File: config.mk
export PLATFORM = sky130hd
export DESIGN_NAME = hsl_analyse
export DESIGN_NICKNAME = d
export VERILOG_FILES = /design/src/hsl_pkg.sv /design/src/hsl_analyse.sv
export SDC_FILE = /design/constraint.sdc
export NUM_CORES = 1
export LEC_CHECK = 0
export BUFFER_PORTS_ARGS = -buffer_cell sky130_fd_sc_hd__buf_2
export CAP_MARGIN = 0
export CORE_MARGIN = 3
export CORE_UTILIZATION = 55
export CTS_CLUSTER_DIAMETER = 60
export DETAILED_ROUTE_END_ITERATION = 7
export PLACE_DENSITY = 0.78
export SLEW_MARGIN = 20
export SYNTH_ARGS = -nofsm -noshare
export SYNTH_HDL_FRONTEND = slang
export SYNTH_SLANG_ARGS = --single-unit
export TNS_END_PERCENT = 10
File: constraint.sdc
create_clock -name clk -period 5.2 [get_ports clk]
set_clock_uncertainty 0.1 [all_clocks]
set_input_delay 0.52 -clock clk [delete_from_list [all_inputs] [get_ports clk]]
set_output_delay 0.52 -clock clk [all_outputs]
set_load 0.05 [all_outputs]
File: src/hsl_pkg.sv
`default_nettype none

package hsl_pkg;

  localparam int ChanW = 8;
  localparam int FracW = 16;
  localparam int HueW = 11;
  localparam int GainW = 12;

  // Divider geometry: quotient bits, numerator and divisor widths.
  localparam int DivQuoW = 16;
  localparam int DivNumW = 24;
  localparam int DivDenW = 8;
  localparam int DivBitsPerStage = 2;

  // Hue positions in 256ths of a sixth of a turn.
  localparam logic [HueW-1:0] HueSixth = 11'd256;
  localparam logic [HueW-1:0] HueThird = 11'd512;
  localparam logic [HueW-1:0] HueHalf = 11'd768;
  localparam logic [HueW-1:0] HueTwoThirds = 11'd1024;
  localparam logic [HueW-1:0] HueTurn = 11'd1536;

  localparam logic [GainW-1:0] GainUnity = 12'd256;

  // Register index, taken from paddr[2].
  localparam logic RegSatGain = 1'b0;
  localparam logic RegLumGain = 1'b1;

  typedef enum logic [1:0] {
    HUE_RED,
    HUE_GREEN,
    HUE_BLUE
  } hue_sel_t;

  typedef struct packed {
    logic [ChanW-1:0] alpha;
    hue_sel_t         sel;
    logic             neg;
    logic             grey;
    logic [FracW-1:0] lum;
  } pix_info_t;

  // floor(x / 65535) by reciprocal estimate and one correction step.
  function automatic logic [16:0] div_65535(input logic [31:0] x);
    logic [32:0] s;
    logic [16:0] q;
    logic [33:0] r;
    s = {1'b0, x} + {17'd0, x[31:16]};
    q = s[32:16];
    r = {2'b00, x} - ({1'b0, q, 16'd0} - {17'd0, q});
    if (r >= 34'd65535) begin
      q = q + 17'd1;
    end
    return q;
  endfunction

endpackage

`default_nettype wire

File: src/hsl_analyse.sv
`default_nettype none

module hsl_analyse
  import hsl_pkg::*;
(
  input  wire logic               clk,
  input  wire logic               en,
  input  wire logic [ChanW-1:0]   alpha,
  input  wire logic [ChanW-1:0]   red,
  input  wire logic [ChanW-1:0]   green,
  input  wire logic [ChanW-1:0]   blue,
  output pix_info_t               info,
  output logic      [DivNumW-1:0] sat_num,
  output logic      [DivDenW-1:0] sat_den,
  output logic      [DivNumW-1:0] hue_num,
  output logic      [DivDenW-1:0] hue_den
);

  // First stage: extremes, dominant channel and hue difference.
  logic [ChanW-1:0] mx, mn, mag, alpha1;
  logic             neg;
  hue_sel_t         sel;

  logic [ChanW-1:0] mx_next, mn_next, mag_next;
  logic             neg_next;
  hue_sel_t         sel_next;
  logic [ChanW:0]   diff;

  always_comb begin
    mx_next = red;
    mn_next = red;
    if (green > mx_next) mx_next = green;
    if (blue > mx_next) mx_next = blue;
    if (green < mn_next) mn_next = green;
    if (blue < mn_next) mn_next = blue;
    if (mx_next == red) begin
      sel_next = HUE_RED;
      diff = {1'b0, green} - {1'b0, blue};
    end else if (mx_next == green) begin
      sel_next = HUE_GREEN;
      diff = {1'b0, blue} - {1'b0, red};
    end else begin
      sel_next = HUE_BLUE;
      diff = {1'b0, red} - {1'b0, green};
    end
    neg_next = diff[ChanW];
    mag_next = neg_next ? ChanW'(-diff) : diff[ChanW-1:0];
  end

  always_ff @(posedge clk) begin
    if (en) begin
      mx     <= mx_next;
      mn     <= mn_next;
      mag    <= mag_next;
      neg    <= neg_next;
      sel    <= sel_next;
      alpha1 <= alpha;
    end
  end

  // Second stage: lightness and the two divider operands.
  logic [ChanW-1:0] d;
  logic [ChanW:0]   sm;
  logic [ChanW-1:0] den;
  logic [17:0]      lum_x;

  always_comb begin
    d = mx - mn;
    sm = {1'b0, mx} + {1'b0, mn};
    if (sm < 9'd255) begin
      den = sm[ChanW-1:0];
    end else begin
      den = ChanW'(9'd510 - sm);
    end
    lum_x = ({1'b0, sm, 8'd0} + {9'd0, sm} + 18'd1) >> 1;
  end

  always_ff @(posedge clk) begin
    if (en) begin
      info.alpha <= alpha1;
      info.sel   <= sel;
      info.neg   <= neg;
      info.grey  <= (d == '0);
      info.lum   <= lum_x[FracW-1:0];
      sat_num    <= {d, 16'd0} - {16'd0, d} + {17'd0, den[ChanW-1:1]};
      sat_den    <= den;
      hue_num    <= {8'd0, mag, 8'd0} + {17'd0, d[ChanW-1:1]};
      hue_den    <= d;
    end
  end

endmodule

`default_nettype wire

* Yosys cells after proc, flatten, opt, wreduce, memory -nomap -nowiden
Index checks and enable logic that the tools add are counted.
** Operators by class
- Add/subtract/negate cells :: 12
- $mul :: 0
- Divide/modulo/power cells :: 0
- $lt $le $gt $ge :: 5
- Equality and inequality tests :: 2
- Shifts and indexed selects :: 0
- Muxes and demuxes :: 9
- Bitwise logic cells :: 0
- Reductions and logical operators :: 1
** Operators with widths (number)
- 8-bit 2-to-1 mux :: 6
- 8-bit by 8-bit subtractor with 9-bit output :: 3
- 24-bit by 7-bit adder with 24-bit output :: 1
- 24-bit by 8-bit subtractor with 24-bit output :: 1
- 9-bit 2-to-1 mux :: 2
- 16-bit by 7-bit adder with 17-bit output :: 1
- 17-bit by 1-bit adder with 17-bit output, second input constant :: 1
- 17-bit by 9-bit adder with 17-bit output :: 1
- 8-bit equality test :: 2
- 8-bit > comparator :: 2
- 8-bit < comparator :: 2
- 8-bit by 8-bit adder with 9-bit output :: 1
- 9-bit by 8-bit < comparator with 1-bit output, second input constant :: 1
- 8-bit logical NOT :: 1
- 8-bit negation :: 1
- 8-bit subtractor :: 1
- 8-bit subtractor, first input constant :: 1
- 2-bit 2-to-1 mux :: 1
** Storage, ports and cells
- Flip-flop bits (word level) :: 127
- Bits in latches :: 0
- RAM bits :: 0
- Memory bits (read-only) :: 0
- Output and inout bits :: 92
- Memories kept :: 0

* Longest topological paths before layout
- Depth after elaboration :: 9
- Gate-level depth with buffers :: 25

* Worst setup path after synthesis
Ideal clock, no wire load.
- Kind :: in2reg
- Start :: input green[6]
- End :: register mag[1] (data pin)
- Setup time :: 0.262 ns
- Arrival time :: 4.528 ns
- Slack :: 0.310 ns
- Stages on the path :: 20
- Buffers on the path :: 2
- Cell sequence :: inv_1 ha_1 a21o_1 a221oi_2 a21bo_1 buf_6 clkbuf_1 a21oi_1 ha_1 nor2b_1 o211ai_1 a21oi_1 nor2_1 a21boi_1 nor2_2 nand2_1 a31o_2 inv_1 ha_1 mux2_1
** On the way
- Longest elaborated chain between the ends :: 9
** Ends and longest elaborated chain
- from (decl) :: line hsl_analyse.sv:10 : input wire logic [ChanW-1:0] green,
- 8-bit > comparator :: line hsl_analyse.sv:32 : if (green > mx_next) mx_next = green;
- 8-bit 2-to-1 mux :: line hsl_analyse.sv:32
- 8-bit > comparator :: line hsl_analyse.sv:33 : if (blue > mx_next) mx_next = blue;
- 8-bit 2-to-1 mux :: line hsl_analyse.sv:33
- 8-bit equality test :: line hsl_analyse.sv:39 : end else if (mx_next == green) begin
- 9-bit 2-to-1 mux :: line hsl_analyse.sv:39
- 9-bit 2-to-1 mux * :: line hsl_analyse.sv:36 : if (mx_next == red) begin
- via diff[0] :: line hsl_analyse.sv:27 : logic [ChanW:0] diff;
- 8-bit negation * :: line hsl_analyse.sv:47 : mag_next = neg_next ? ChanW'(-diff) : diff[ChanW-1:0];
- 8-bit 2-to-1 mux * :: line hsl_analyse.sv:47
- via mag_next[1] :: line hsl_analyse.sv:24 : logic [ChanW-1:0] mx_next, mn_next, mag_next;
- to (signal assigned) :: line hsl_analyse.sv:54 : mag <= mag_next;
- to (decl) :: line hsl_analyse.sv:20 : logic [ChanW-1:0] mx, mn, mag, alpha1;
Mark *: on every way through the listed nets, which the timed path passes. The rest lies on a longest branch.
A chain may end at the register's enable or synchronous reset.

* Worst setup path in the final report
- Start :: register mx[0]
- End :: register sat_num[20] (data pin)
** On the way
- Longest elaborated chain between the ends :: 4
** Ends and longest elaborated chain
- from (decl) :: line hsl_analyse.sv:20
- from (signal assigned) :: line hsl_analyse.sv:52 : mx <= mx_next;
- parallel branches: the longest is 3 deep, another holds 24-bit by 8-bit subtractor with 24-bit output
- 24-bit by 7-bit adder with 24-bit output * :: line hsl_analyse.sv:85 : sat_num <= {d, 16'd0} - {16'd0, d} + {17'd0, den[ChanW-1:1]};
- to (signal assigned) :: line hsl_analyse.sv:85
- to (decl) :: line hsl_analyse.sv:13 : output logic [DivNumW-1:0] sat_num,
Every way passes the cells marked *.

==> impl_metrics.ini <==
[final_layout]
multi_input_area_um2 = 3660
syn2layout_area_growth_pct = 15.24
final_nets = 910
n_antenna_cell = 0
layout_commonest_cell = buf_2
seqCellArea_um2 = 3273
final_cell_mix = buf_2 (115), edfxtp_1 (109), ha_1 (65), inv_1 (64), nor2_1 (54)
layout-drive-gt1-share = 0.2324
nFillCells = 1023

[sta]
relSlewSlack = 0.3870
setup_viol = 0
max_freq_mhz = 204.3
worst_pin_slew_ps = 919.5
fin_ws_ps = 304.7
fin_crit_sh = 0.9414
report.final.hold_viol_count = 0
min_period_ps = 4895
fin_setup_tns_ps = 0
slew_viol_final = 0
holdWs_ps = 254.0
rsz0062_at_grt = no

[pwr]
p_sw_mw = 2.362
power.leakage_nw = 3.624
finalPower_mw = 5.011
power_frac_seq = 0.300
power.density_nw_per_um2 = 595.2
p_sw_frac = 0.4714
combPwrFrac = 0.578
clkPwrFrac = 0.122
peakVddDrop_uv = 426.1
p_int_mw = 2.649

[global_route]
grt_pass1_vias = 5171
grt_max_degree = 78
grt_overflow_total = 0
grt_usage = 0.2313
grt_pass1_wl_mm = 26.46
antenna_found_initial = 0

[detailed_routing]
drc = 0
vias = 5361
drtAntennaViolNets = 0
viasPerCell = 5.465
drt-pass1-iter-count = 4
drt_wl_total_mm = 16.85
routedWlPerCell_um = 17.18
drt_iter0_markers = 439

[synth]
synth_area_um2 = 7306
syn_area_per_cell_um2 = 10.82
synth_ff_type = edfxtp_1
async_flop_share = 0
yosysTopAreaCell = edfxtp_1
ys_seq_area_frac = 0.4480
synthTopCellsByArea = edfxtp_1 (45%), ha_1 (11%), xnor2_1 (6.0%)
synth_cell_types = 63
ys_ff_latch = 109
synth_edf_count = 109
ys.warnings.count = 0
yosysTopAreaCellShare = 0.4480
synthCells = 675

[clocking]
cts-resized-gates = 0
cts.path.max_buffers = 2
cts_tree = yes
numCtsBuffers = 9
cts_setup_buffers = 0
cts.sinks = 109
holdBufCountCts = 0
htreeDepth = 3
clk_latency_ps = 340
clk_pin_slew_ps = 70
cts_root_buf = clkbuf_16

[floorplan]
rows = 41
die-area_um2 = 14700
die_y_um = 121.3
ioPinCount = 126
dieWidth_um = 121.3
start_util = 0.5697
core_um2 = 12820

[setup_path]
worstPathRequired_ps = 5180
crit_type = register to register
worstPathMaxFanout = 5
cp-start-kind = register
crit_path_end_kind = register
cp.arrival_ps = 4880

[status]
outcome = complete, no violations

[placed_design]
globalplace.congestion = 0.9996
port_buffers = 116
dp_hpwl_mm = 13.36
place_ws_ps = -8.467

[run]
maxCapViolCount = 0

[hold_path]
hold_path.class = primary input to register
## cell usage after synthesis, types with 11 or more instances
| master | count |
|---|---|
| a21o_1 | 11 |
| a21oi_1 | 49 |
| buf_4 | 18 |
| edfxtp_1 | 109 |
| ha_1 | 65 |
| inv_1 | 64 |
| mux2i_1 | 21 |
| nand2_1 | 32 |
| nand3_1 | 14 |
| nor2_1 | 54 |
| o21ai_0 | 27 |
| xnor2_1 | 50 |
| xor2_1 | 30 |
## registers in the layout, indices dropped and copies added, names as in the netlist, 8 cells and up
name	cells
alpha1	8
hue_num	9
info	28
mag	8
mn	8
mx	8
sat_den	8
sat_num	23
## cells by family after synthesis
group / after synthesis / share of synthesized area
AO/OA/AOI/OAI: 139 / 0.1264
other: 1 / 0.0005133
AND/OR/NAND/NOR: 153 / 0.1019
flip-flops: 109 / 0.4480
multiplexers: 28 / 0.03990
XOR/XNOR: 80 / 0.09591
adder cells (fa/ha/maj): 71 / 0.1278
buffers and inverters: 94 / 0.05960
## final cells by class
class | instances | share of cell area
multi-input cells | 480 | 0.4347
clock inverters | 5 | 0.004161
well taps | 172 | 0.02556
repair buffers | 140 | 0.09065
flip-flops and latches | 109 | 0.3888
clock buffers | 10 | 0.02720
inverters | 65 | 0.02898
## path summary, 6_finish.rpt
check	startpoint	end	slack (ps)	cells after the start
setup / recovery	mx[0]$_DFFE_PP_	sat_num[20]$_DFFE_PP_	300	23
hold / removal	alpha[2]	alpha1[2]$_DFFE_PP_	250	1
setup reg to reg	mx[0]$_DFFE_PP_	sat_num[20]$_DFFE_PP_	300	23
hold reg to reg	alpha1[6]$_DFFE_PP_	info[26]$_DFFE_PP_	320	0
## layer usage
layer | track usage | wire length [µm] | vias up
met2 | 0.3908 | 8141 | 181
li1 | - | - | 2646
met1 | 0.3066 | 7398 | 2507
met5 | 0 | 0 | -
met4 | 0.07353 | 367 | 0
met3 | 0.03683 | 944 | 27
## critical path: stages (launching register included)
cell	delay (ps)
edfxtp_1	390
ha_1	240
fa_1	410
a21oi_1	150
o21a_2	190
o21bai_1	90
a21oi_1	220
xnor2_1	220
or2_0	230
nor4_2	50
buf_4	160
nor2_1	180
mux2i_1	220
ha_1	210
fa_1	220
nor2b_1	50
o21ai_0	160
nand2b_1	110
a21o_1	190
a21o_1	190
a21o_1	240
nand3_2	150
nand4_1	130
xnor2_1	140
## per-stage QoR
| stage | instance area (µm²) | utilization | instances |
|---|---|---|---|
| after floorplan | 7336 | - | 683 |
| after global placement | 8123 | 0.6334 | 966 |
| after detailed placement | 8123 | 0.6334 | 966 |
| after CTS | 8387 | 0.6540 | 981 |
| after global routing | 8419 | 0.6565 | 981 |
| final | 8419 | 0.6565 | 981 |
## power by group through the flow
stage / clock network (mW) / logic [mW] / registers [mW]
floorplan: 0 / 1.45 / 2.28
global placement: 0 / 2.78 / 1.51
detailed placement: 0 / 2.86 / 1.53
CTS: 0.628 / 2.87 / 1.51
global route: 0.662 / 3.13 / 1.53
finish: 0.610 / 2.90 / 1.50
(Power assumes the default switching activity.)
