## src/hsl_pkg.sv

```systemverilog
`default_nettype none

package hsl_pkg;

  localparam int ChanW = 8;
  localparam int FracW = 16;
  localparam int HueW = 11;
  localparam int GainW = 12;

  // Divider geometry: quotient bits, numerator and divisor widths.
  localparam int DivQuoW = 16;
  localparam int DivNumW = 24;
  localparam int DivDenW = 8;
  localparam int DivBitsPerStage = 2;

  // Hue positions in 256ths of a sixth of a turn.
  localparam logic [HueW-1:0] HueSixth = 11'd256;
  localparam logic [HueW-1:0] HueThird = 11'd512;
  localparam logic [HueW-1:0] HueHalf = 11'd768;
  localparam logic [HueW-1:0] HueTwoThirds = 11'd1024;
  localparam logic [HueW-1:0] HueTurn = 11'd1536;

  localparam logic [GainW-1:0] GainUnity = 12'd256;

  // Register index, taken from paddr[2].
  localparam logic RegSatGain = 1'b0;
  localparam logic RegLumGain = 1'b1;

  typedef enum logic [1:0] {
    HUE_RED,
    HUE_GREEN,
    HUE_BLUE
  } hue_sel_t;

  typedef struct packed {
    logic [ChanW-1:0] alpha;
    hue_sel_t         sel;
    logic             neg;
    logic             grey;
    logic [FracW-1:0] lum;
  } pix_info_t;

  // floor(x / 65535) by reciprocal estimate and one correction step.
  function automatic logic [16:0] div_65535(input logic [31:0] x);
    logic [32:0] s;
    logic [16:0] q;
    logic [33:0] r;
    s = {1'b0, x} + {17'd0, x[31:16]};
    q = s[32:16];
    r = {2'b00, x} - ({1'b0, q, 16'd0} - {17'd0, q});
    if (r >= 34'd65535) begin
      q = q + 17'd1;
    end
    return q;
  endfunction

endpackage

`default_nettype wire

```

## src/hsl_synth.sv

```systemverilog
`default_nettype none

module hsl_synth
  import hsl_pkg::*;
(
  input  wire logic               clk,
  input  wire logic               en,
  input  wire logic [GainW-1:0]   sat_gain,
  input  wire logic [GainW-1:0]   lum_gain,
  input  wire pix_info_t          info,
  input  wire logic [DivQuoW-1:0] sat_quo,
  input  wire logic [DivQuoW-1:0] hue_quo,
  output logic      [ChanW-1:0]   alpha_out,
  output logic      [ChanW-1:0]   red_out,
  output logic      [ChanW-1:0]   green_out,
  output logic      [ChanW-1:0]   blue_out
);

  // Gain stage: apply gains with saturation and assemble the hue.
  logic [FracW-1:0] g_sat, g_lum;
  logic [HueW-1:0]  g_hue;
  logic [ChanW-1:0] g_alpha;

  logic [FracW-1:0] sat_raw;
  logic [27:0]      sat_prod, lum_prod;
  logic [HueW-1:0]  hq, hue_next;

  always_comb begin
    sat_raw = info.grey ? '0 : sat_quo;
    sat_prod = {12'd0, sat_raw} * {16'd0, sat_gain} + 28'd128;
    lum_prod = {12'd0, info.lum} * {16'd0, lum_gain} + 28'd128;
    hq = {2'b00, hue_quo[8:0]};
    unique case (info.sel)
      HUE_RED: begin
        if (info.neg && hq != '0) hue_next = HueTurn - hq;
        else hue_next = hq;
      end
      HUE_GREEN: hue_next = info.neg ? HueThird - hq : HueThird + hq;
      HUE_BLUE: hue_next = info.neg ? HueTwoThirds - hq : HueTwoThirds + hq;
      default: hue_next = '0;
    endcase
    if (info.grey) hue_next = '0;
  end

  always_ff @(posedge clk) begin
    if (en) begin
      g_sat   <= (sat_prod[27:24] != '0) ? '1 : sat_prod[23:8];
      g_lum   <= (lum_prod[27:24] != '0) ? '1 : lum_prod[23:8];
      g_hue   <= hue_next;
      g_alpha <= info.alpha;
    end
  end

  // Product stage.
  logic [31:0]      p_raw;
  logic [FracW-1:0] p_sat, p_lum;
  logic [HueW-1:0]  p_hue;
  logic [ChanW-1:0] p_alpha;

  always_ff @(posedge clk) begin
    if (en) begin
      p_raw   <= g_lum * g_sat + 32'd32767;
      p_sat   <= g_sat;
      p_lum   <= g_lum;
      p_hue   <= g_hue;
      p_alpha <= g_alpha;
    end
  end

  // Levels stage: the two levels and the channel positions on the turn.
  logic [FracW-1:0] lv_p, lv_q;
  logic [HueW-1:0]  lv_t [3];
  logic [ChanW-1:0] lv_alpha;

  logic [16:0]      prod_full;
  logic [FracW-1:0] prod;
  logic [17:0]      q_x;
  logic [18:0]      p_x;
  logic [FracW-1:0] q_c, p_c;
  logic [HueW:0]    t_r, t_b;

  always_comb begin
    prod_full = div_65535(p_raw);
    prod = prod_full[FracW-1:0];
    if (p_lum <= 16'd32767) begin
      q_x = {2'b00, p_lum} + {2'b00, prod};
    end else begin
      q_x = {2'b00, p_lum} + {2'b00, p_sat} - {2'b00, prod};
    end
    q_c = (q_x > 18'd65535) ? '1 : q_x[FracW-1:0];
    p_x = {2'b00, p_lum, 1'b0} - {3'b000, q_c};
    if (p_x[18]) p_c = '0;
    else if (p_x[16:0] > {1'b0, q_c}) p_c = q_c;
    else p_c = p_x[FracW-1:0];
    t_r = {1'b0, p_hue} + {1'b0, HueThird};
    if (t_r >= {1'b0, HueTurn}) t_r = t_r - {1'b0, HueTurn};
    t_b = {1'b0, p_hue} + {1'b0, HueTwoThirds};
    if (t_b >= {1'b0, HueTurn}) t_b = t_b - {1'b0, HueTurn};
  end

  always_ff @(posedge clk) begin
    if (en) begin
      lv_p     <= p_c;
      lv_q     <= q_c;
      lv_t[0]  <= t_r[HueW-1:0];
      lv_t[1]  <= p_hue;
      lv_t[2]  <= t_b[HueW-1:0];
      lv_alpha <= p_alpha;
    end
  end

  // Channel stage: one ramp multiplier per colour lane.
  logic [FracW-1:0] ch_v [3];
  logic [ChanW-1:0] ch_alpha;

  logic [FracW-1:0] span;
  logic [8:0]       w    [3];
  logic [24:0]      m    [3];
  logic [FracW-1:0] ramp [3];
  logic [FracW-1:0] v_next [3];

  always_comb begin
    span = lv_q - lv_p;
    for (int c = 0; c < 3; c++) begin
      if (lv_t[c] < HueSixth) w[c] = lv_t[c][8:0];
      else w[c] = 9'(HueTwoThirds - lv_t[c]);
      m[c] = {9'd0, span} * {16'd0, w[c]} + 25'd128;
      ramp[c] = lv_p + m[c][23:8];
      if (lv_t[c] < HueSixth) v_next[c] = ramp[c];
      else if (lv_t[c] < HueHalf) v_next[c] = lv_q;
      else if (lv_t[c] < HueTwoThirds) v_next[c] = ramp[c];
      else v_next[c] = lv_p;
    end
  end

  always_ff @(posedge clk) begin
    if (en) begin
      ch_v     <= v_next;
      ch_alpha <= lv_alpha;
    end
  end

  // Byte stage: round each level to eight bits.
  logic [ChanW-1:0] b_next [3];
  logic [31:0]      bx     [3];
  logic [16:0]      bq     [3];

  always_comb begin
    for (int c = 0; c < 3; c++) begin
      bx[c] = {8'd0, ch_v[c], 8'd0} - {16'd0, ch_v[c]} + 32'd32767;
      bq[c] = div_65535(bx[c]);
      b_next[c] = bq[c][ChanW-1:0];
    end
  end

  always_ff @(posedge clk) begin
    if (en) begin
      alpha_out <= ch_alpha;
      red_out   <= b_next[0];
      green_out <= b_next[1];
      blue_out  <= b_next[2];
    end
  end

endmodule

`default_nettype wire

```

## config.mk

```make
export PLATFORM = sky130hd
export DESIGN_NAME = hsl_synth
export DESIGN_NICKNAME = d
export VERILOG_FILES = /design/src/hsl_pkg.sv /design/src/hsl_synth.sv
export SDC_FILE = /design/constraint.sdc
export NUM_CORES = 2
export LEC_CHECK = 0
export BUFFER_PORTS_ARGS = -buffer_cell sky130_fd_sc_hd__clkbuf_2
export CAP_MARGIN = 0
export CORE_MARGIN = 1
export CORE_UTILIZATION = 55
export CTS_CLUSTER_SIZE = 28
export DETAILED_ROUTE_END_ITERATION = 8
export HOLD_SLACK_MARGIN = 0.12
export PLACE_DENSITY = 0.71
export SETUP_SLACK_MARGIN = 0.3
export SLEW_MARGIN = 10
export SYNTH_ARGS = -nofsm -noshare
export SYNTH_HDL_FRONTEND = slang
export SYNTH_SLANG_ARGS = --single-unit
```

## constraint.sdc

```tcl
create_clock -name clk -period 20 [get_ports clk]
set_input_delay 5 -clock clk [delete_from_list [all_inputs] [get_ports clk]]
set_output_delay 5 -clock clk [all_outputs]
set_load 0.01 [all_outputs]
```

; After elaboration in Yosys (flattened, before gate mapping)
; Memories as Yosys holds them, arrays and structs flattened.
; Cells that the tools add are included.
[word_totals]
elab_cells = 128
register_bits = 262
mem_count = 1
inputBits = 86
ramBits = 33
output_inout_bits = 32
[classes]
n_eq_ne = 2
multipliers = 6
reduce_logical = 5
n_addsub = 48
mux = 28
magnitude_cmp = 18
[memory_table]
columns = memory, depth, width, rd, rd_ports_with_merged_regs, write_ports, line
row1 = lv_t, 3, 11, 3, 0, 3, hsl_synth.sv:72  ; logic [HueW-1:0] lv_t [3];
[ops]
columns = cell, n
row1 = 2-to-1 mux 16 bit, 13
row2 = >= comparator 34 x 16 -> 1 bit (second input constant), 4
row3 = subtractor 32 x 34 -> 34 bit, 4
row4 = subtractor 33 x 17 -> 34 bit, 4
row5 = adder 32 x 16 -> 33 bit, 4
row6 = adder 25 x 16 -> 26 bit (second input constant), 3
row7 = subtractor 24 x 16 -> 25 bit, 3
row8 = adder 24 x 8 -> 24 bit (second input constant), 3
row9 = multiplier 16 x 9 -> 24 bit, 3
row10 = adder 28 x 8 -> 28 bit (second input constant), 2
row11 = multiplier 16 x 12 -> 28 bit, 2
row12 = 2-to-1 mux 11 bit, 5
row13 = adder 16 bit, 3
row14 = subtractor 17 x 16 -> 18 bit, 2
row15 = adder 16 x 16 -> 17 bit, 2
row16 = < comparator 11 x 10 -> 1 bit (second input constant), 3
row17 = < comparator 11 bit (second input constant), 3
row18 = < comparator 11 x 9 -> 1 bit (second input constant), 3
row19 = one-hot mux 11 bit (3 select lines), 1
row20 = adder 32 x 15 -> 32 bit (second input constant), 1
row21 = multiplier 16 x 16 -> 32 bit, 1
row22 = 2-to-1 mux 9 bit, 3
row23 = subtractor 1 x 9 -> 9 bit (first input constant), 3
row24 = adder 8 x 1 -> 8 bit (second input constant), 3
row25 = 23 further kinds, 29

; Logic depth before layout (Yosys ltp)
[logic_depth]
depth_word = 12
depth_mapped = 73
ltp_nobuf = 69

; Least setup slack after synthesis
; No wires, ideal clock.
[synth_timing]
kind = register -> register
start = register p_raw[17]
end = register lv_p[10], data pin
n_path_buf = 5
synth_period_minus_slack_ns = 14.084
required_time_ns = 19.833
arrival_ns = 13.917
stages_incl_launch_ff = 71
setup_time_ns = 0.167
setup_slack_ns = 5.916
cell_sequence = edfxtp_1 -> ha_1 -> a31o_2 -> a21o_1 -> a21o_1 -> a21o_1 -> a21o_1 -> a21o_1 -> a21oi_1 -> o31a_1 -> o21ai_0 -> nand4_1 -> inv_1 -> and3_1 -> and2_1 -> ha_1 -> inv_1 -> ha_1 -> (+35 left out) -> a21oi_1 -> xnor2_1 -> ha_1 -> a21o_1 -> a21o_1 -> a21o_1 -> a21o_1 -> a21o_1 -> a21oi_1 -> o211ai_1 -> a2111oi_0 -> o2bb2ai_1 -> a22oi_1 -> o22ai_1 -> nand3b_1 -> clkbuf_1 -> clkbuf_1 -> a211oi_1
[synth_via]
elab_chain_len = 12
elab_cells_between_ends = 14
cone_classes = add/sub: 7 / order compare: 3 / mux: 4
[synth_rtl]
columns = element, line
row1 = "start, declared", hsl_synth.sv:55  ; logic [31:0] p_raw;
row2 = "start signal, assigned", hsl_synth.sv:62  ; p_raw <= g_lum * g_sat + 32'd32767;
row3 = adder 32 x 16 -> 33 bit, hsl_pkg.sv:48  ; s = {1'b0, x} + {17'd0, x[31:16]};
row4 = subtractor 33 x 17 -> 34 bit, hsl_pkg.sv:50  ; r = {2'b00, x} - ({1'b0, q, 16'd0} - {17'd0, q});
row5 = subtractor 32 x 34 -> 34 bit, hsl_pkg.sv:50
row6 = >= comparator 34 x 16 -> 1 bit, hsl_pkg.sv:51  ; if (r >= 34'd65535) begin
row7 = 2-to-1 mux 16 bit *, hsl_pkg.sv:51
row8 = subtractor 17 x 16 -> 18 bit or adder 16 x 16 -> 17 bit (tied branches), "hsl_synth.sv:88, hsl_synth.sv:86"
row9 = 2-to-1 mux 18 bit *, hsl_synth.sv:85  ; if (p_lum <= 16'd32767) begin
row10 = > comparator 18 x 16 -> 1 bit, hsl_synth.sv:90  ; q_c = (q_x > 18'd65535) ? '1 : q_x[FracW-1:0];
row11 = 2-to-1 mux 16 bit *, hsl_synth.sv:90
row12 = net q_c[1], hsl_synth.sv:79  ; logic [FracW-1:0] q_c, p_c;
row13 = subtractor 17 x 16 -> 18 bit, hsl_synth.sv:91  ; p_x = {2'b00, p_lum, 1'b0} - {3'b000, q_c};
row14 = > comparator 17 x 16 -> 1 bit, hsl_synth.sv:93  ; else if (p_x[16:0] > {1'b0, q_c}) p_c = q_c;
row15 = 2-to-1 mux 16 bit, hsl_synth.sv:93
row16 = "end signal, assigned", hsl_synth.sv:103  ; lv_p <= p_c;
row17 = "end, declared", hsl_synth.sv:71  ; logic [FracW-1:0] lv_p, lv_q;
; The timed path passes the listed nets; every way through them passes the cells marked *.
; A chain may end at the register's enable or synchronous reset.

; Final worst setup path
[layout_timing]
start = register p_raw[17]
end = register lv_p[2], data pin
; Same word-level chain as after synthesis.

==> run metrics <==
Longest Clk Path Bufs=3; worst-margin pin slew=1200 ps; area share of the largest cell type after synthesis=0.249; synthesized flop and latch total=276; Setup CP Type=reg2reg; Initial Util=0.555; Hold Crit Class=reg2reg; status=finished, final reports clean; dpl ws=2250 ps; Synth Area in Compound Gates=0.114; Worst path slowest cell=nand3b_1; Seq/Total Area, Yosys=0.128; Tcrit/Tclk final=0.900; Via density=5.68; setup ws final=1990 ps; Final nets=9239; Ant. Diodes=0; Hold EP=ch_alpha[2]; share of cells above drive strength 1=0.0404; Die Wd=345 um; utilization after layout=0.583; CP Capture Type=flip-flop; worst-skew pair later-pin latency=630 ps; PortBufs=110; CTS buffer count=35; Data required, critical path=20340 ps; worst stage delay on the critical path=800 ps; # H-tree levels=2; Syn. warnings=0; async set-reset flop share out of synthesis=0; area leader, netlist=fa_1; Slew HR=0.200; die height=345 um; first-pass GRT wire length=262000 um; top layer in use=met4; # resized after CTS=0; syn nets=9254; largest net degree at the start of global routing=88; synthesized cell area=0.0646 mm2; Post-Synth Adder-Cell Area=0.418; number of fill cells=10378; Main synth FF type=edfxtp_1; Worst EP arrival=18350 ps; synthesized area per cell=8.62 um2; Worst Setup Start Kind=flip-flop; worst hold stages=0; clk_skew=42.0 ps; Tmin final=18010 ps; I/O pins=118; final setup TNS=0 ps; Max Freq=0.0555 GHz; Hold Startpoint=lv_alpha[2]; met2 layer wire length in the routed design=78100 um; Final Max Tran Viols=0; CP most frequent cell=a21o_1; Synth cell types=99; wire length on met3=7880 um; drt total wl=160000 um; R2R depth=67; total global-route track usage=0.274; Max Fanout on Critical Path=29; reg2reg setup slack=1990 ps; EDFF count, synth=276; Row Count=125; number of global-route vias before repair=51484; root buffer cell=clkbuf_16; multiplexer share of the synthesized area=0.00858; initial antenna violation count=3; HPWL Detailed=131000 um; Max-Cap Viols=0; largest cells by area after synthesis=fa_1, ha_1, edfxtp_1; Die ar.=0.119 mm2; post-synthesis simple-gate area fraction=0.172; Clock transition at path regs=60 ps; DRT iter0 DRCs=3147; Post-DRT Antenna Nets=0; Hold Slack=381 ps; routability cong.=0.946; main combinational cell family by area after synthesis=adder cells; RSZ-0062 raised after global routing=false; Layout area overhead=5.05%; reg2reg start=p_raw[17]; post-synthesis xor/xnor area fraction=0.0712; wire per inst=17.7 um; Core Area=0.116 mm2; total number of vias=51294; GRT overflow=0; CTS tree=done; M1 WL=68700 um; CTS hold repair buffers=0; # clock sinks=276; register area=0.00829 mm2; reg-to-reg endpoint=lv_p[2]; final hold viol count=0; Multi-input gate area=0.0507 mm2; Remaining DRCs=0; most instantiated library cell after synthesis=inv_1; final setup fails=0; synth cell count leaders=inv_1, nand2_1, ha_1; # Post-CTS Setup Buffers=0; DR pass1 iterations=6; cell count after synthesis=7494
==> kinds of logic after synthesis <==
family          count (synthesis)
mux                            54
simple gates                 2324
compound gates               1132
flops                         276
buf+inv                      1509
fa+ha+maj                    1676
xor+xnor                      523
==> cell usage in the layout, fill, tap and decap left out, types with 18 or more instances in the layout <==
| cell | n |
|---|---|
| buf_4 | 58 |
| nor2b_1 | 98 |
| xor2_1 | 120 |
| ha_1 | 870 |
| nand3_1 | 122 |
| o21bai_1 | 54 |
| nand3b_1 | 19 |
| o21ai_0 | 218 |
| clkbuf_2 | 109 |
| a21oi_1 | 319 |
| nor2_1 | 439 |
| o31ai_1 | 32 |
| nand2b_1 | 78 |
| or3_1 | 35 |
| or2_2 | 18 |
| nor3_1 | 140 |
| a21o_1 | 119 |
| fa_1 | 804 |
| nor4_1 | 26 |
| a21boi_0 | 20 |
| o211ai_1 | 22 |
| mux2i_1 | 43 |
| inv_1 | 1289 |
| o21a_1 | 61 |
| nand2_1 | 886 |
| nand4_1 | 52 |
| a211oi_1 | 57 |
| edfxtp_1 | 276 |
| clkbuf_16 | 35 |
| a2111oi_0 | 20 |
| and3_1 | 50 |
| nor3b_1 | 23 |
| a31oi_1 | 36 |
| xnor2_1 | 394 |
| and2_1 | 279 |
==> stage by stage <==
stage                     area (um2)  cells
final                          67900   9030
after global routing           67900   9030
after CTS                      67900   9030
after detailed placement       66700   8966
after global placement         66700   8966
after floorplan                64600   7494
==> cell type report <==
| type | instances | share of cell area |
|---|---|---|
| multi-input combinational | 5709 | 0.747 |
| timing repair buffer | 168 | 0.0147 |
| clock inverter | 27 | 0.00387 |
| sequential | 276 | 0.122 |
| inverter | 1289 | 0.0713 |
| tap | 1524 | 0.0281 |
| clock buffer | 37 | 0.0130 |
==> state kept, by name (all words and copies together), names as in the netlist, 11 cells and up <==
signal / count
ch_v: 48
g_hue: 11
g_lum: 16
g_sat: 16
lv_p: 16
lv_q: 16
lv_t: 14
p_hue: 11
p_lum: 16
p_raw: 32
p_sat: 16
==> per-layer routing <==
metal,track usage,vias to the layer above
li1,-,24555
met5,0,-
met2,0.478,1326
met1,0.354,25165
met4,0.0880,0
met3,0.0291,248
==> how the worst max path moves through the flow <==
stage | slack [ps] | depth (start not counted) | from | endpoint
floorplan | 5920 | 70 | p_raw[17] | lv_p[10]
global placement | 2640 | 67 | p_raw[17] | lv_p[2]
detailed placement | 2250 | 67 | p_raw[17] | lv_p[2]
CTS | 2190 | 67 | p_raw[17] | lv_p[2]
global route | 720 | 66 | p_raw[17] | lv_p[2]
finish | 1990 | 67 | p_raw[17] | lv_p[2]
==> critical path: cells and delay by family, from the launching register on <==
family | cells | cell delay (ps)
AO/OA/AOI/OAI | 36 | 8740
adder cells (fa/ha/maj) | 9 | 3100
XOR/XNOR | 1 | 250
buffers and inverters | 5 | 510
multiplexers | 1 | 160
AND/OR/NAND/NOR | 15 | 4440
flip-flops | 1 | 500
Power is left out: the tool's default activity adds up to more than one toggle a clock period on the data nets, which glitch-free logic cannot reach.
