==> config.mk <==
export PLATFORM = sky130hd
export DESIGN_NAME = hsl_delay
export DESIGN_NICKNAME = d
export VERILOG_FILES = /design/src/hsl_delay.sv
export SDC_FILE = /design/constraint.sdc
export NUM_CORES = 1
export LEC_CHECK = 0
export BUFFER_PORTS_ARGS = -buffer_cell sky130_fd_sc_hd__clkbuf_2
export CORE_AREA = 2 2 39 41
export CTS_BUF_LIST = sky130_fd_sc_hd__clkbuf_16
export DETAILED_ROUTE_END_ITERATION = 16
export DIE_AREA = 0 0 41 43
export PLACE_DENSITY = 0.75
export SYNTH_ARGS = -nofsm -noshare
export SYNTH_HDL_FRONTEND = slang
export SYNTH_SLANG_ARGS = --single-unit
==> constraint.sdc <==
create_clock -name clk -period 0.9 [get_ports clk]
set_clock_uncertainty 0.15 [all_clocks]
set_input_delay 0.225 -clock clk [delete_from_list [all_inputs] [get_ports clk]]
set_output_delay 0.225 -clock clk [all_outputs]
set_load 0.005 [all_outputs]
==> src/hsl_delay.sv <==
`default_nettype none

module hsl_delay #(
  parameter int Width = 8,
  parameter int Depth = 2
) (
  input  wire logic             clk,
  input  wire logic             en,
  input  wire logic [Width-1:0] d,
  output logic      [Width-1:0] q
);

  logic [Width-1:0] taps [Depth];

  always_ff @(posedge clk) begin
    if (en) begin
      taps[0] <= d;
      for (int i = 1; i < Depth; i++) begin
        taps[i] <= taps[i-1];
      end
    end
  end

  assign q = taps[Depth-1];

endmodule

`default_nettype wire

==> Word-level counts from Yosys, hierarchy flattened <==
Memories as Yosys holds them, arrays and structs flattened.
Index checks and enable logic that the tools add are counted.
{ "classes": {"bitwise": 0, "reduce_logical": 0, "mux": 2, "eq_ne": 0, "n_shift": 0, "add_sub_neg": 0, "mul": 0, "div": 0, "order_cmp": 0} }
{ "ops": {"columns": ["cell", "count"], "rows": [
  ["$mux W1", 2]
]} }
{ "totals": {"word_cells": 3, "latch_bits": 0, "output_inout_bits": 8, "mem_bits_rw": 16, "inputBits": 10, "reg_bits": 0, "mem_bits_ro": 0, "memories": 1} }
{ "memory_table": {"columns": ["memory", "words", "width", "read_ports", "rd_clocked_by_memory_dff", "write_ports", "line_no", "rtl"], "rows": [
  ["taps", 2, 8, 2, 0, 2, "13", "logic [Width-1:0] taps [Depth];"]
]} }

==> Logic depth before layout (Yosys ltp) <==
Gate-level depths: netlist of run 1.
{ "logic_depth": {"word_depth": 2, "ltp_mapped": 1, "mapped_depth_nobuf": 0} }

==> Least setup slack after synthesis of run 1 <==
OpenSTA, ideal clock, no wires.
{ "synth_path": {"kind": "register -> output", "from": "mem taps[1][0] (netlist: taps[0][8])", "to": "out q[0]", "path_buffers": 1, "setup_slack_ns": 0.058, "t_required_ns": 0.525, "arrival_ns": 0.467, "path_stages_with_launch": 2, "path_cell_list": "edfxtp_1 -> buf_4"} }
{ "synth_rtl": {"columns": ["item", "line_no", "rtl"], "rows": [
  ["start, declared", "13", null],
  ["end, declared", "10", "output logic [Width-1:0] q"]
]} }

==> tab_implementation.tex, run 1 <==
\begin{tabular}{lr}
\hline
Metric & Value \\
\hline
\multicolumn{2}{l}{\textbf{Clock network}} \\
\quad TritonCTS clock tree & built \\
\quad Total CTS buffers & 3 \\
\quad Setup repair bufs after CTS & 0 \\
\quad Number of hold-repair buffers added at the cts stage & 0 \\
\quad Root buffer cell & clkbuf\_16 \\
\quad Sinks on Clock Net & 16 \\
\quad Clock tree buffer depth & 2 \\
\quad CTS HTree Levels & 1 \\
\quad Reg clk slew, reported paths & 0.05 ns \\
\quad Clock latency of the later-clocked register in the worst-skew pair & 0.24 ns \\
\multicolumn{2}{l}{\textbf{Global route}} \\
\quad Maximum number of pins on one net before global-route repair & 17 \\
\quad Vias in the first global route & 193 \\
\quad Antenna violations before repair & 0 \\
\quad Total congestion overflow & 0 \\
\quad Combined global-route utilization of all metal layers & 7.07\% \\
\quad First-pass GRT wire length & 759 um \\
\multicolumn{2}{l}{\textbf{Worst setup path}} \\
\quad Buffers and inverters on the worst path & 1 \\
\quad Classification of the worst setup path & flip-flop to primary output \\
\quad Critical path data required time & 0.52 ns \\
\quad Cell family with most CP delay & flip-flops \\
\quad Sequence of cells on the critical path & clkbuf\_2 \\
\quad Critical path's largest stage delay & 0.35 ns \\
\quad Reg-to-reg slack, setup & 0.12 ns \\
\quad Critical path fanouts, max & 1 \\
\quad Signal arrival time at the worst endpoint & 0.71 ns \\
\quad Kind of end point of the critical path & primary output \\
\quad Cell with the largest stage delay on the worst path & edfxtp\_1 \\
\quad Kind of launch point of the worst setup path & flip-flop \\
\multicolumn{2}{l}{\textbf{Final layout}} \\
\quad Largest register FFs & 16 \\
\quad Registers with the most flip-flops & taps x16 \\
\quad Fraction of final layout cells sized beyond drive strength 1 & 55.3\% \\
\quad Total number of nets in the final design & 49 \\
\quad Diode insertion count for antenna repair & 0 \\
\quad Area taken by multi-input logic gates & 0 um2 \\
\quad Register ranked first by flip-flop count & taps \\
\quad Relative area change from synthesis to final layout & 26.6\% \\
\quad Number of standard cells in the layout, taps in and fillers out & 54 \\
\quad Number of combinational gates with multiple inputs & 0 \\
\multicolumn{2}{l}{\textbf{Worst hold path}} \\
\quad Worst hold path class & primary input to flip-flop \\
\multicolumn{2}{l}{\textbf{Route}} \\
\quad Routed via count divided by cell count & 3.91 \\
\quad Post-route ant nets & 0 \\
\quad Initial DRC Count & 0 \\
\quad Average routed wire per standard cell & 9.43 um \\
\quad Number of detailed-routing iterations run before antenna repair & 1 \\
\quad DRT Wirelength & 509 um \\
\quad Routed vias & 211 \\
\quad DR DRC count & 0 \\
\multicolumn{2}{l}{\textbf{Logic synthesis}} \\
\quad Simple-gate share of the synthesized area & 0\% \\
\quad Number of unique standard cell types used by synthesis & 2 \\
\quad Combinational family with the most area after synthesis & buffers and inverters \\
\quad Total nets after synthesis & 34 \\
\quad Fraction of the mapped netlist area in compound gates & 0\% \\
\quad Syn. warnings & 0 \\
\quad Fraction of the yosys area taken by sequential cells & 88.9\% \\
\quad Parity-gate share of the synthesized area counting xor and xnor cells & 0\% \\
\quad Mux cell area share after synthesis & 0\% \\
\quad Average cell area after synthesis & 22.5 um2 \\
\quad Biggest area contributors in the synthesized netlist & edfxtp\_1, buf\_4 \\
\quad Netlist area before placement & 541 um2 \\
\quad Adder-cell share of the synthesized area & 0\% \\
\quad Area leader, netlist & edfxtp\_1 \\
\quad Synthesized instance count & 24 \\
\quad Flops \& latches, synth & 16 \\
\quad Proportion of netlist area held by the largest area contributor & 88.9\% \\
\multicolumn{2}{l}{\textbf{Floorplan}} \\
\quad Rows & 14 \\
\quad Core box area & 1380 um2 \\
\quad Full die area & 1760 um2 \\
\quad Number of top-level pins & 18 \\
\quad Horizontal extent of the die & 41 um \\
\quad Chip height & 43 um \\
\quad Initial core utilization & 39.1\% \\
\multicolumn{2}{l}{\textbf{STA}} \\
\quad Headroom to the max-slew limit & 94.2\% \\
\quad Setup repair after global routing missed its margin & true \\
\quad Timing-limited maximum frequency & 0.924 GHz \\
\quad Final hold viol count & 0 \\
\quad Final Max Slew Viols & 0 \\
\quad Final worst slack & -0.182 ns \\
\quad Total Negative Setup Slacks & -1.41 ns \\
\quad Worst Tran Pin Value & 0.0867 ns \\
\quad Time the worst path needs with I/O delays and setup & 1.08 ns \\
\quad Number of failing setup endpoints in the final timing report & 8 \\
\quad Final worst-path cycle share & 120\% \\
\multicolumn{2}{l}{\textbf{Placed design}} \\
\quad Post-Place Cells & 50 \\
\quad Routability-driven placement congestion ratio & 0.611 \\
\quad Port bufs & 17 \\
\quad Pre-CTS worst setup slack & -0.0287 ns \\
\multicolumn{2}{l}{\textbf{Run status}} \\
\quad Outcome & complete, but fails checks \\
\quad Failing checks & negative setup slack \\
\multicolumn{2}{l}{\textbf{Power and ir drop}} \\
\quad Leak pwr & 0.275 nW \\
\quad Total power per unit cell area & 2610 nW/um2 \\
\quad Peak supply drop & 0.00116 V \\
\multicolumn{2}{l}{\textbf{Flow run}} \\
\quad Max Cap Viol & 0 \\
\hline
\end{tabular}
==> layout make-up <==
cell class            count  area (um2)
clock inverter            1        3.75
timing repair buffer     18         105
fill                    108         699
tap                      16        20.0
clock buffer              3        75.1
sequential               16         480
==> report_power, final <==
group	internal, mW	switching (mW)	leakage (nW)	total [mW]
Sequential	0.886	0.0121	0.157	0.898
Clock	0.586	0.235	0.0385	0.821
Combinational	0.0369	0.0284	0.0800	0.0654
Total	1.51	0.276	0.275	1.78
==> what timing repair did <==
| action | in CTS | in global routing |
|---|---|---|
| gates resized for setup | 0 | 0 |
| cloned | 0 | 0 |
| pin swaps | 0 | 0 |
| setup endpoints to repair | 8 | 8 |
==> final timing paths <==
path / startpoint / to / cells after the start
worst max-delay path: taps[0][12]$_DFFE_PP_ / q[4] / 1
worst min register to register: taps[0][6]$_DFFE_PP_ / taps[0][14]$_DFFE_PP_ / 0
worst max register to register: taps[0][0]$_DFFE_PP_ / taps[0][8]$_DFFE_PP_ / 0
worst min-delay path: d[6] / taps[0][6]$_DFFE_PP_ / 1
==> cell usage after synthesis (all sizes together) <==
master	instances
buf	8
edfxtp	16
==> cell usage in the layout, fill, tap and decap left out, drive strengths merged <==
cell type / Yosys / final
edfxtp: 16 / 16
buf: 8 / 1
clkbuf: 0 / 20
clkinv: 0 / 1
==> routing by layer <==
layer  GRT usage [%]  vias to the layer above  part of all wire (%)
met5               0                        -                     0
met4            8.00                        0                     0
met3            1.57                        0                    17
met2            9.06                       17                    47
met1            8.66                       87                    36
li1                -                      107                     -
==> logic make-up (layout without fill, tap and decap cells) <==
group | Yosys count | in the layout
buffers and inverters | 8 | 22
flip-flops | 16 | 16
==> stage by stage <==
| stage | hold WS [ns] | area [um2] | util, % | power (mW) |
|---|---|---|---|---|
| 2_1_floorplan | 0.174 | 541 | - | 0.944 |
| 6_report | 0.0103 | 684 | 49.5 | 1.78 |
| 4_1_cts | 0.00517 | 684 | 49.5 | 1.81 |
| 5_1_grt | 0.00166 | 684 | 49.5 | 1.86 |
| 3_5_place_dp | 0.254 | 606 | 43.8 | 0.980 |
| 3_3_place_gp | 0.252 | 606 | 43.8 | 0.975 |
No activity file was read; power rests on OpenSTA's default activity.
==> run 2: changes to the inputs <==
==> constraint.sdc (replaced) <==
create_clock -name clk -period 1.3 [get_ports clk]
set_clock_uncertainty 0.15 [all_clocks]
set_input_delay 0.325 -clock clk [delete_from_list [all_inputs] [get_ports clk]]
set_output_delay 0.325 -clock clk [all_outputs]
set_load 0.005 [all_outputs]
==> run 2 against run 1 <==
Sequential share of layout area up 2.1 points. Utilization down 1.4 points. Global-route usage up 0.45 points. Worst setup slack better by 0.29 ns. Final cell count down 1.9%. The run now ends clean. Hold slack better by 0.099 ns. Via count down 5.2%. Register-to-register slack better by 0.41 ns. Routed wire length down 10%. First-iteration DRC count up 4.
==> tab_implementation.tex, run 2 (same netlist as run 1, synthesis figures left out) <==
\begin{tabular}{lr}
\hline
Metric & Value \\
\hline
\multicolumn{2}{l}{\textbf{Floorplan}} \\
\quad Full die area & 1760 um2 (unchanged) \\
\quad Chip height & 43 um (unchanged) \\
\quad Initial core utilization & 39.1\% (unchanged) \\
\quad Core box area & 1380 um2 (unchanged) \\
\quad Horizontal extent of the die & 41 um (unchanged) \\
\quad Number of top-level pins & 18 (unchanged) \\
\quad Rows & 14 (unchanged) \\
\multicolumn{2}{l}{\textbf{Global route}} \\
\quad Maximum number of pins on one net before global-route repair & 17 (unchanged) \\
\quad Antenna violations before repair & 0 (unchanged) \\
\quad Total congestion overflow & 0 (unchanged) \\
\quad First-pass GRT wire length & 786 um (was 759 um) \\
\quad Vias in the first global route & 186 (was 193) \\
\quad Combined global-route utilization of all metal layers & 7.52\% (was 7.07\%) \\
\multicolumn{2}{l}{\textbf{Power and ir drop}} \\
\quad Switching fraction of total power & 15.4\% (about the same) \\
\quad Fraction of power consumed by combinational cells & 3.1\% (was 3.7\%) \\
\quad Peak supply drop & 0.00100 V (was 0.00116 V) \\
\quad Power Internal & 1.04 mW (was 1.51 mW) \\
\quad Total power per unit cell area & 1850 nW/um2 (was 2610 nW/um2) \\
\quad Power share of the sequential group & 50.6\% (was 50.3\%) \\
\quad Reported net switching power & 0.189 mW (was 0.276 mW) \\
\quad Clk pwr share & 46.3\% (was 46.0\%) \\
\quad Leak pwr & 0.266 nW (was 0.275 nW) \\
\multicolumn{2}{l}{\textbf{Clock network}} \\
\quad Total CTS buffers & 3 (unchanged) \\
\quad Number of hold-repair buffers added at the cts stage & 0 (unchanged) \\
\quad Clock tree buffer depth & 2 (unchanged) \\
\quad Count of cells resized by post-cts repair & 0 (unchanged) \\
\quad Root buffer cell & clkbuf\_16 (unchanged) \\
\quad CTS HTree Levels & 1 (unchanged) \\
\quad Reg clk slew, reported paths & 0.04 ns (was 0.05 ns) \\
\quad Clock latency of the later-clocked register in the worst-skew pair & 0.24 ns (about the same) \\
\quad TritonCTS clock tree & built (unchanged) \\
\quad Setup repair bufs after CTS & 0 (unchanged) \\
\quad Sinks on Clock Net & 16 (unchanged) \\
\multicolumn{2}{l}{\textbf{Worst setup path}} \\
\quad Classification of the worst setup path & flip-flop to primary output (unchanged) \\
\quad Kind of end point of the critical path & primary output (unchanged) \\
\quad Sequence of cells on the critical path & clkbuf\_2 (unchanged) \\
\quad Signal arrival time at the worst endpoint & 0.72 ns (was 0.71 ns) \\
\quad Critical path's largest stage delay & 0.36 ns (was 0.35 ns) \\
\quad Critical path fanouts, max & 1 (unchanged) \\
\quad Kind of launch point of the worst setup path & flip-flop (unchanged) \\
\quad Buffers and inverters on the worst path & 1 (unchanged) \\
\quad Cell with the largest stage delay on the worst path & edfxtp\_1 (unchanged) \\
\quad R2R depth & 0 (unchanged) \\
\quad Reg-to-reg critical path startpoint & taps[0][0]\$\_DFFE\_PP\_ (unchanged) \\
\quad Cell family with most CP delay & flip-flops (unchanged) \\
\quad Critical path data required time & 0.82 ns (was 0.52 ns) \\
\quad Endpoint of the worst-slack reg-to-reg timing path & taps[0][8]\$\_DFFE\_PP\_ (unchanged) \\
\quad Reg-to-reg slack, setup & 0.53 ns (was 0.12 ns) \\
\multicolumn{2}{l}{\textbf{Route}} \\
\quad Metal2 WL & 201 um (was 239 um) \\
\quad Initial DRC Count & 4 (was 0) \\
\quad Top layer used by detailed routing & met3 (unchanged) \\
\quad Met3 Wirelength & 79 um (was 84 um) \\
\quad Routed vias & 200 (was 211) \\
\quad Wire length on met1 & 176 um (was 184 um) \\
\quad Average routed wire per standard cell & 8.64 um (was 9.43 um) \\
\quad DR DRC count & 0 (unchanged) \\
\quad Post-route ant nets & 0 (unchanged) \\
\quad Routed via count divided by cell count & 3.77 (was 3.91) \\
\quad Number of detailed-routing iterations run before antenna repair & 2 (was 1) \\
\quad DRT Wirelength & 458 um (was 509 um) \\
\multicolumn{2}{l}{\textbf{Worst hold path}} \\
\quad Endpoint of the worst hold-timing path & taps[0][3]\$\_DFFE\_PP\_ (was taps[0][6]\$\_DFFE\_PP\_) \\
\quad Source of the worst hold timing path & d[3] (was d[6]) \\
\quad Worst hold path class & primary input to flip-flop (unchanged) \\
\quad Hold Path Depth & 1 (unchanged) \\
\multicolumn{2}{l}{\textbf{STA}} \\
\quad Setup repair after global routing missed its margin & false (was true) \\
\quad Headroom to the max-slew limit & 76.6\% (was 94.2\%) \\
\quad Worst slack on hold paths & 0.110 ns (was 0.0103 ns) \\
\quad Final worst-path cycle share & 91.6\% \\
\quad Total Negative Setup Slacks & 0 ns (was -1.41 ns) \\
\quad Final worst slack & 0.109 ns (was -0.182 ns) \\
\quad Worst Tran Pin Value & 0.351 ns (was 0.0867 ns) \\
\quad Final Max Slew Viols & 0 (unchanged) \\
\quad Final hold viol count & 0 (unchanged) \\
\quad Timing-limited maximum frequency & 0.840 GHz \\
\quad Number of failing setup endpoints in the final timing report & 0 (was 8) \\
\quad Time the worst path needs with I/O delays and setup & 1.19 ns \\
\multicolumn{2}{l}{\textbf{Run status}} \\
\quad Outcome & finished clean (was complete, but fails checks) \\
\multicolumn{2}{l}{\textbf{Final layout}} \\
\quad Leading cell type in the layout, fill and taps excluded & clkbuf\_2 (unchanged) \\
\quad Total number of nets in the final design & 48 (was 49) \\
\quad Fraction of final layout cells sized beyond drive strength 1 & 54.1\% (was 55.3\%) \\
\quad Relative area change from synthesis to final layout & 22.9\% (was 26.6\%) \\
\quad Area taken by multi-input logic gates & 0 um2 (unchanged) \\
\quad Largest register FFs & 16 (unchanged) \\
\quad Registers with the most flip-flops & taps x16 (unchanged) \\
\quad Fillers & 123 (was 108) \\
\quad Diode insertion count for antenna repair & 0 (unchanged) \\
\quad Register Area & 480 um2 (unchanged) \\
\quad Number of combinational gates with multiple inputs & 0 (unchanged) \\
\quad Most frequent cells in the layout & clkbuf\_2, edfxtp\_1, clkbuf\_16 (unchanged) \\
\quad Register ranked first by flip-flop count & taps (unchanged) \\
\multicolumn{2}{l}{\textbf{Placed design}} \\
\quad Port bufs & 17 (unchanged) \\
\quad Routability-driven placement congestion ratio & 0.622 (was 0.611) \\
\quad Pre-CTS worst setup slack & 0.161 ns (was -0.0287 ns) \\
\multicolumn{2}{l}{\textbf{Flow run}} \\
\quad Max Cap Viol & 0 (unchanged) \\
\hline
\end{tabular}
==> run 2: changes by cell type in the layout (fill, tap and decap cells not counted) <==
cell,change
buf_12,-1
==> run 2: worst max-delay path by stage <==
stage | from | to | cells after the start
2_1_floorplan | taps[0][8]$_DFFE_PP_ | q[0] | 1
3_3_place_gp | en | taps[0][15]$_DFFE_PP_ | 1
3_5_place_dp | en | taps[0][15]$_DFFE_PP_ | 1
4_1_cts | taps[0][11]$_DFFE_PP_ | q[3] | 1
5_1_grt | taps[0][12]$_DFFE_PP_ | q[4] | 1
6_report | taps[0][11]$_DFFE_PP_ | q[3] | 1
==> run 2: power groups by stage <==
stage,sequential [mW],combinational (mW),clock [mW]
after floorplan,0.629,0.0245,0
after global placement,0.630,0.0376,0
after detailed placement,0.631,0.0387,0
after CTS,0.622,0.0387,0.586
after global routing,0.624,0.0439,0.621
final,0.622,0.0375,0.569
==> run 2: layer usage <==
layer | vias to the layer above | track usage, %
li1 | 105 | -
met1 | 78 | 11.4
met2 | 17 | 7.19
met3 | 0 | 1.57
met4 | 0 | 10.0
met5 | - | 0
==> run 2: layout make-up <==
type / count / share of cell area [%]
sequential: 16 / 72.3
timing repair buffer: 17 / 12.8
clock buffer: 3 / 11.3
tap: 16 / 3.01
clock inverter: 1 / 0.565
==> run 2: stage by stage <==
stage          total power [mW]  area (um2)  instances  util (%)
2_1_floorplan             0.654         541         24         -
3_3_place_gp              0.668         586         49      42.3
3_5_place_dp              0.670         586         49      42.3
4_1_cts                    1.25         664         53      48.0
5_1_grt                    1.29         664         53      48.0
6_report                   1.23         664         53      48.0
==> run 3: changes to the inputs <==
==> constraint.sdc (replaced) <==
create_clock -name clk -period 1.3 [get_ports clk]
set_clock_uncertainty 0.15 [all_clocks]
set_input_delay 0.065 -clock clk [delete_from_list [all_inputs] [get_ports clk]]
set_output_delay 0.065 -clock clk [all_outputs]
set_load 0.005 [all_outputs]
==> run 3 against run 2 <==
Routed wire length grew 19%. Largest power group unchanged. First-iteration DRC count shrank 25%. Largest cell class unchanged. Final area grew 12%. Sequential power about the same.
==> tab_implementation.tex, run 3 (same netlist as run 1, synthesis figures left out) <==
\begin{tabular}{lr}
\hline
Metric & Value \\
\hline
\multicolumn{2}{l}{\textbf{Worst hold path}} \\
\quad Worst hold path class & primary input to flip-flop (unchanged) \\
\multicolumn{2}{l}{\textbf{Global route}} \\
\quad Antenna violations before repair & 0 (unchanged) \\
\quad Vias in the first global route & 230 (was 186) \\
\quad First-pass GRT wire length & 938 um (was 786 um) \\
\quad Total congestion overflow & 0 (unchanged) \\
\quad Combined global-route utilization of all metal layers & 9.25\% (was 7.52\%) \\
\quad Maximum number of pins on one net before global-route repair & 17 (unchanged) \\
\multicolumn{2}{l}{\textbf{Worst setup path}} \\
\quad Signal arrival time at the worst endpoint & 0.72 ns (about the same) \\
\quad Kind of launch point of the worst setup path & flip-flop (unchanged) \\
\quad Critical path data required time & 1.09 ns (was 0.82 ns) \\
\quad Sequence of cells on the critical path & clkbuf\_2 (unchanged) \\
\quad Path length in cells of the critical path & 1 (unchanged) \\
\quad Endpoint of the worst-slack reg-to-reg timing path & taps[0][10]\$\_DFFE\_PP\_ (was taps[0][8]\$\_DFFE\_PP\_) \\
\quad Worst setup path end & q[3] (unchanged) \\
\quad Cell with the largest stage delay on the worst path & edfxtp\_1 (unchanged) \\
\quad Critical path fanouts, max & 1 (unchanged) \\
\quad Kind of end point of the critical path & primary output (unchanged) \\
\quad Reg-to-reg critical path startpoint & taps[0][2]\$\_DFFE\_PP\_ (was taps[0][0]\$\_DFFE\_PP\_) \\
\quad Reg-to-reg slack, setup & 0.53 ns (about the same) \\
\quad Cell family with most CP delay & flip-flops (unchanged) \\
\quad Classification of the worst setup path & flip-flop to primary output (unchanged) \\
\quad Start point of the critical path & taps[0][11]\$\_DFFE\_PP\_ (unchanged) \\
\quad Critical path's largest stage delay & 0.36 ns (about the same) \\
\quad Buffers and inverters on the worst path & 1 (unchanged) \\
\quad R2R depth & 0 (unchanged) \\
\multicolumn{2}{l}{\textbf{Placed design}} \\
\quad Post-Place Cells & 49 (unchanged) \\
\quad Port bufs & 17 (unchanged) \\
\quad Routability-driven placement congestion ratio & 0.621 (was 0.622) \\
\quad Area after detailed placement & 586 um2 (unchanged) \\
\multicolumn{2}{l}{\textbf{Floorplan}} \\
\quad Chip height & 43 um (unchanged) \\
\quad Rows & 14 (unchanged) \\
\quad Initial core utilization & 39.1\% (unchanged) \\
\quad Horizontal extent of the die & 41 um (unchanged) \\
\quad Core box area & 1380 um2 (unchanged) \\
\quad Number of top-level pins & 18 (unchanged) \\
\quad Full die area & 1760 um2 (unchanged) \\
\multicolumn{2}{l}{\textbf{Route}} \\
\quad Routed vias & 231 (was 200) \\
\quad Initial DRC Count & 3 (was 4) \\
\quad Average routed wire per standard cell & 8.93 um (was 8.64 um) \\
\quad DRT Wirelength & 545 um (was 458 um) \\
\quad DR DRC count & 0 (unchanged) \\
\quad Number of detailed-routing iterations run before antenna repair & 2 (unchanged) \\
\quad Post-route ant nets & 0 (unchanged) \\
\quad Routed via count divided by cell count & 3.79 (was 3.77) \\
\multicolumn{2}{l}{\textbf{STA}} \\
\quad Final hold viol count & 0 (unchanged) \\
\quad Final worst-path cycle share & 71.9\% (was 91.6\%) \\
\quad Total Negative Setup Slacks & 0 ns (unchanged) \\
\quad Time the worst path needs with I/O delays and setup & 0.934 ns (was 1.19 ns) \\
\quad Timing-limited maximum frequency & 1.07 GHz (was 0.840 GHz) \\
\quad Worst slack on hold paths & 0.151 ns (was 0.110 ns) \\
\quad Setup repair after global routing missed its margin & false (unchanged) \\
\quad Headroom to the max-slew limit & 76.3\% (was 76.6\%) \\
\quad Number of failing setup endpoints in the final timing report & 0 (unchanged) \\
\quad Worst Tran Pin Value & 0.355 ns (was 0.351 ns) \\
\quad Final Max Slew Viols & 0 (unchanged) \\
\multicolumn{2}{l}{\textbf{Final layout}} \\
\quad Diode insertion count for antenna repair & 0 (unchanged) \\
\quad Relative area change from synthesis to final layout & 37.7\% (was 22.9\%) \\
\quad Largest register FFs & 16 (unchanged) \\
\quad Most frequent cells in the layout & clkbuf\_2, edfxtp\_1, dlygate4sd3\_1 (was clkbuf\_2, edfxtp\_1, clkbuf\_16) \\
\quad Fraction of final layout cells sized beyond drive strength 1 & 44.4\% (was 54.1\%) \\
\quad Leading cell type in the layout, fill and taps excluded & clkbuf\_2 (unchanged) \\
\quad Register ranked first by flip-flop count & taps (unchanged) \\
\quad Area taken by multi-input logic gates & 0 um2 (unchanged) \\
\quad Total number of nets in the final design & 56 (was 48) \\
\quad Number of standard cells in the layout, taps in and fillers out & 61 (was 53) \\
\quad Registers with the most flip-flops & taps x16 (unchanged) \\
\quad Fillers & 106 (was 123) \\
\quad Layout Cell Area excl Fill & 744 um2 (was 664 um2) \\
\quad Number of combinational gates with multiple inputs & 0 (unchanged) \\
\multicolumn{2}{l}{\textbf{Power and ir drop}} \\
\quad Peak supply drop & 0.000866 V (was 0.00100 V) \\
\quad Clk pwr share & 45.9\% (was 46.3\%) \\
\quad Power Internal & 1.05 mW (was 1.04 mW) \\
\quad Reported net switching power & 0.198 mW (was 0.189 mW) \\
\quad Fraction of power consumed by combinational cells & 4.5\% (was 3.1\%) \\
\quad Switching fraction of total power & 15.8\% (was 15.4\%) \\
\quad Leak pwr & 0.299 nW (was 0.266 nW) \\
\quad Total power per unit cell area & 1680 nW/um2 (was 1850 nW/um2) \\
\quad Power share of the sequential group & 49.6\% (was 50.6\%) \\
\multicolumn{2}{l}{\textbf{Clock network}} \\
\quad Root buffer cell & clkbuf\_16 (unchanged) \\
\quad Setup repair bufs after CTS & 0 (unchanged) \\
\quad Sinks on Clock Net & 16 (unchanged) \\
\quad TritonCTS clock tree & built (unchanged) \\
\quad Clock tree buffer depth & 2 (unchanged) \\
\quad Reg clk slew, reported paths & 0.04 ns (about the same) \\
\quad Number of hold-repair buffers added at the cts stage & 8 (was 0) \\
\quad Clock latency of the later-clocked register in the worst-skew pair & 0.24 ns (about the same) \\
\quad Total CTS buffers & 3 (unchanged) \\
\quad Count of cells resized by post-cts repair & 0 (unchanged) \\
\quad CTS HTree Levels & 1 (unchanged) \\
\multicolumn{2}{l}{\textbf{Flow run}} \\
\quad Max Cap Viol & 0 (unchanged) \\
\multicolumn{2}{l}{\textbf{Run status}} \\
\quad Outcome & finished clean (unchanged) \\
\hline
\end{tabular}
## run 3: cell count changes in the layout (fill, tap and decap cells not counted), sizes merged
cell         delta
dlygate4sd3     +8
## run 3: final cells by class
| class | count | area, um2 | share of cell area [%] |
|---|---|---|---|
| sequential | 16 | 480 | 64.5 |
| timing repair buffer | 25 | 165 | 22.2 |
| clock buffer | 3 | 75.1 | 10.1 |
| tap | 16 | 20.0 | 2.69 |
| clock inverter | 1 | 3.75 | 0.504 |
## run 3: how the worst min path moves through the flow
stage	endpoint	from	cells past startpoint	slack, ns
2_1_floorplan	taps[0][0]$_DFFE_PP_	d[0]	0	0.01
3_3_place_gp	taps[0][5]$_DFFE_PP_	d[5]	1	0.09
3_5_place_dp	taps[0][5]$_DFFE_PP_	d[5]	1	0.09
4_1_cts	taps[0][1]$_DFFE_PP_	en	1	0.16
5_1_grt	taps[0][6]$_DFFE_PP_	en	1	0.20
6_report	taps[0][1]$_DFFE_PP_	en	1	0.15
## run 3: routing by layer
layer  share of wire (%)  track usage [%]
met5                   0                0
met2                  39             9.69
met4                 5.3             12.0
met1                  39             11.2
met3                  16             4.71
## run 3: power by group through the flow
stage / sequential, mW / combinational, mW / clock, mW
CTS: 0.622 / 0.0569 / 0.586
finish: 0.621 / 0.0563 / 0.575
floorplan: 0.629 / 0.0245 / 0
detailed placement: 0.631 / 0.0386 / 0
global route: 0.624 / 0.0638 / 0.623
global placement: 0.630 / 0.0376 / 0
## run 3: metrics by stage
step | util [%] | worst slack (ns) | power [mW]
2_1_floorplan | - | 0.561 | 0.654
3_3_place_gp | 42.3 | 0.438 | 0.668
3_5_place_dp | 42.3 | 0.421 | 0.670
4_1_cts | 53.8 | 0.357 | 1.26
5_1_grt | 53.8 | 0.340 | 1.31
6_report | 53.8 | 0.366 | 1.25
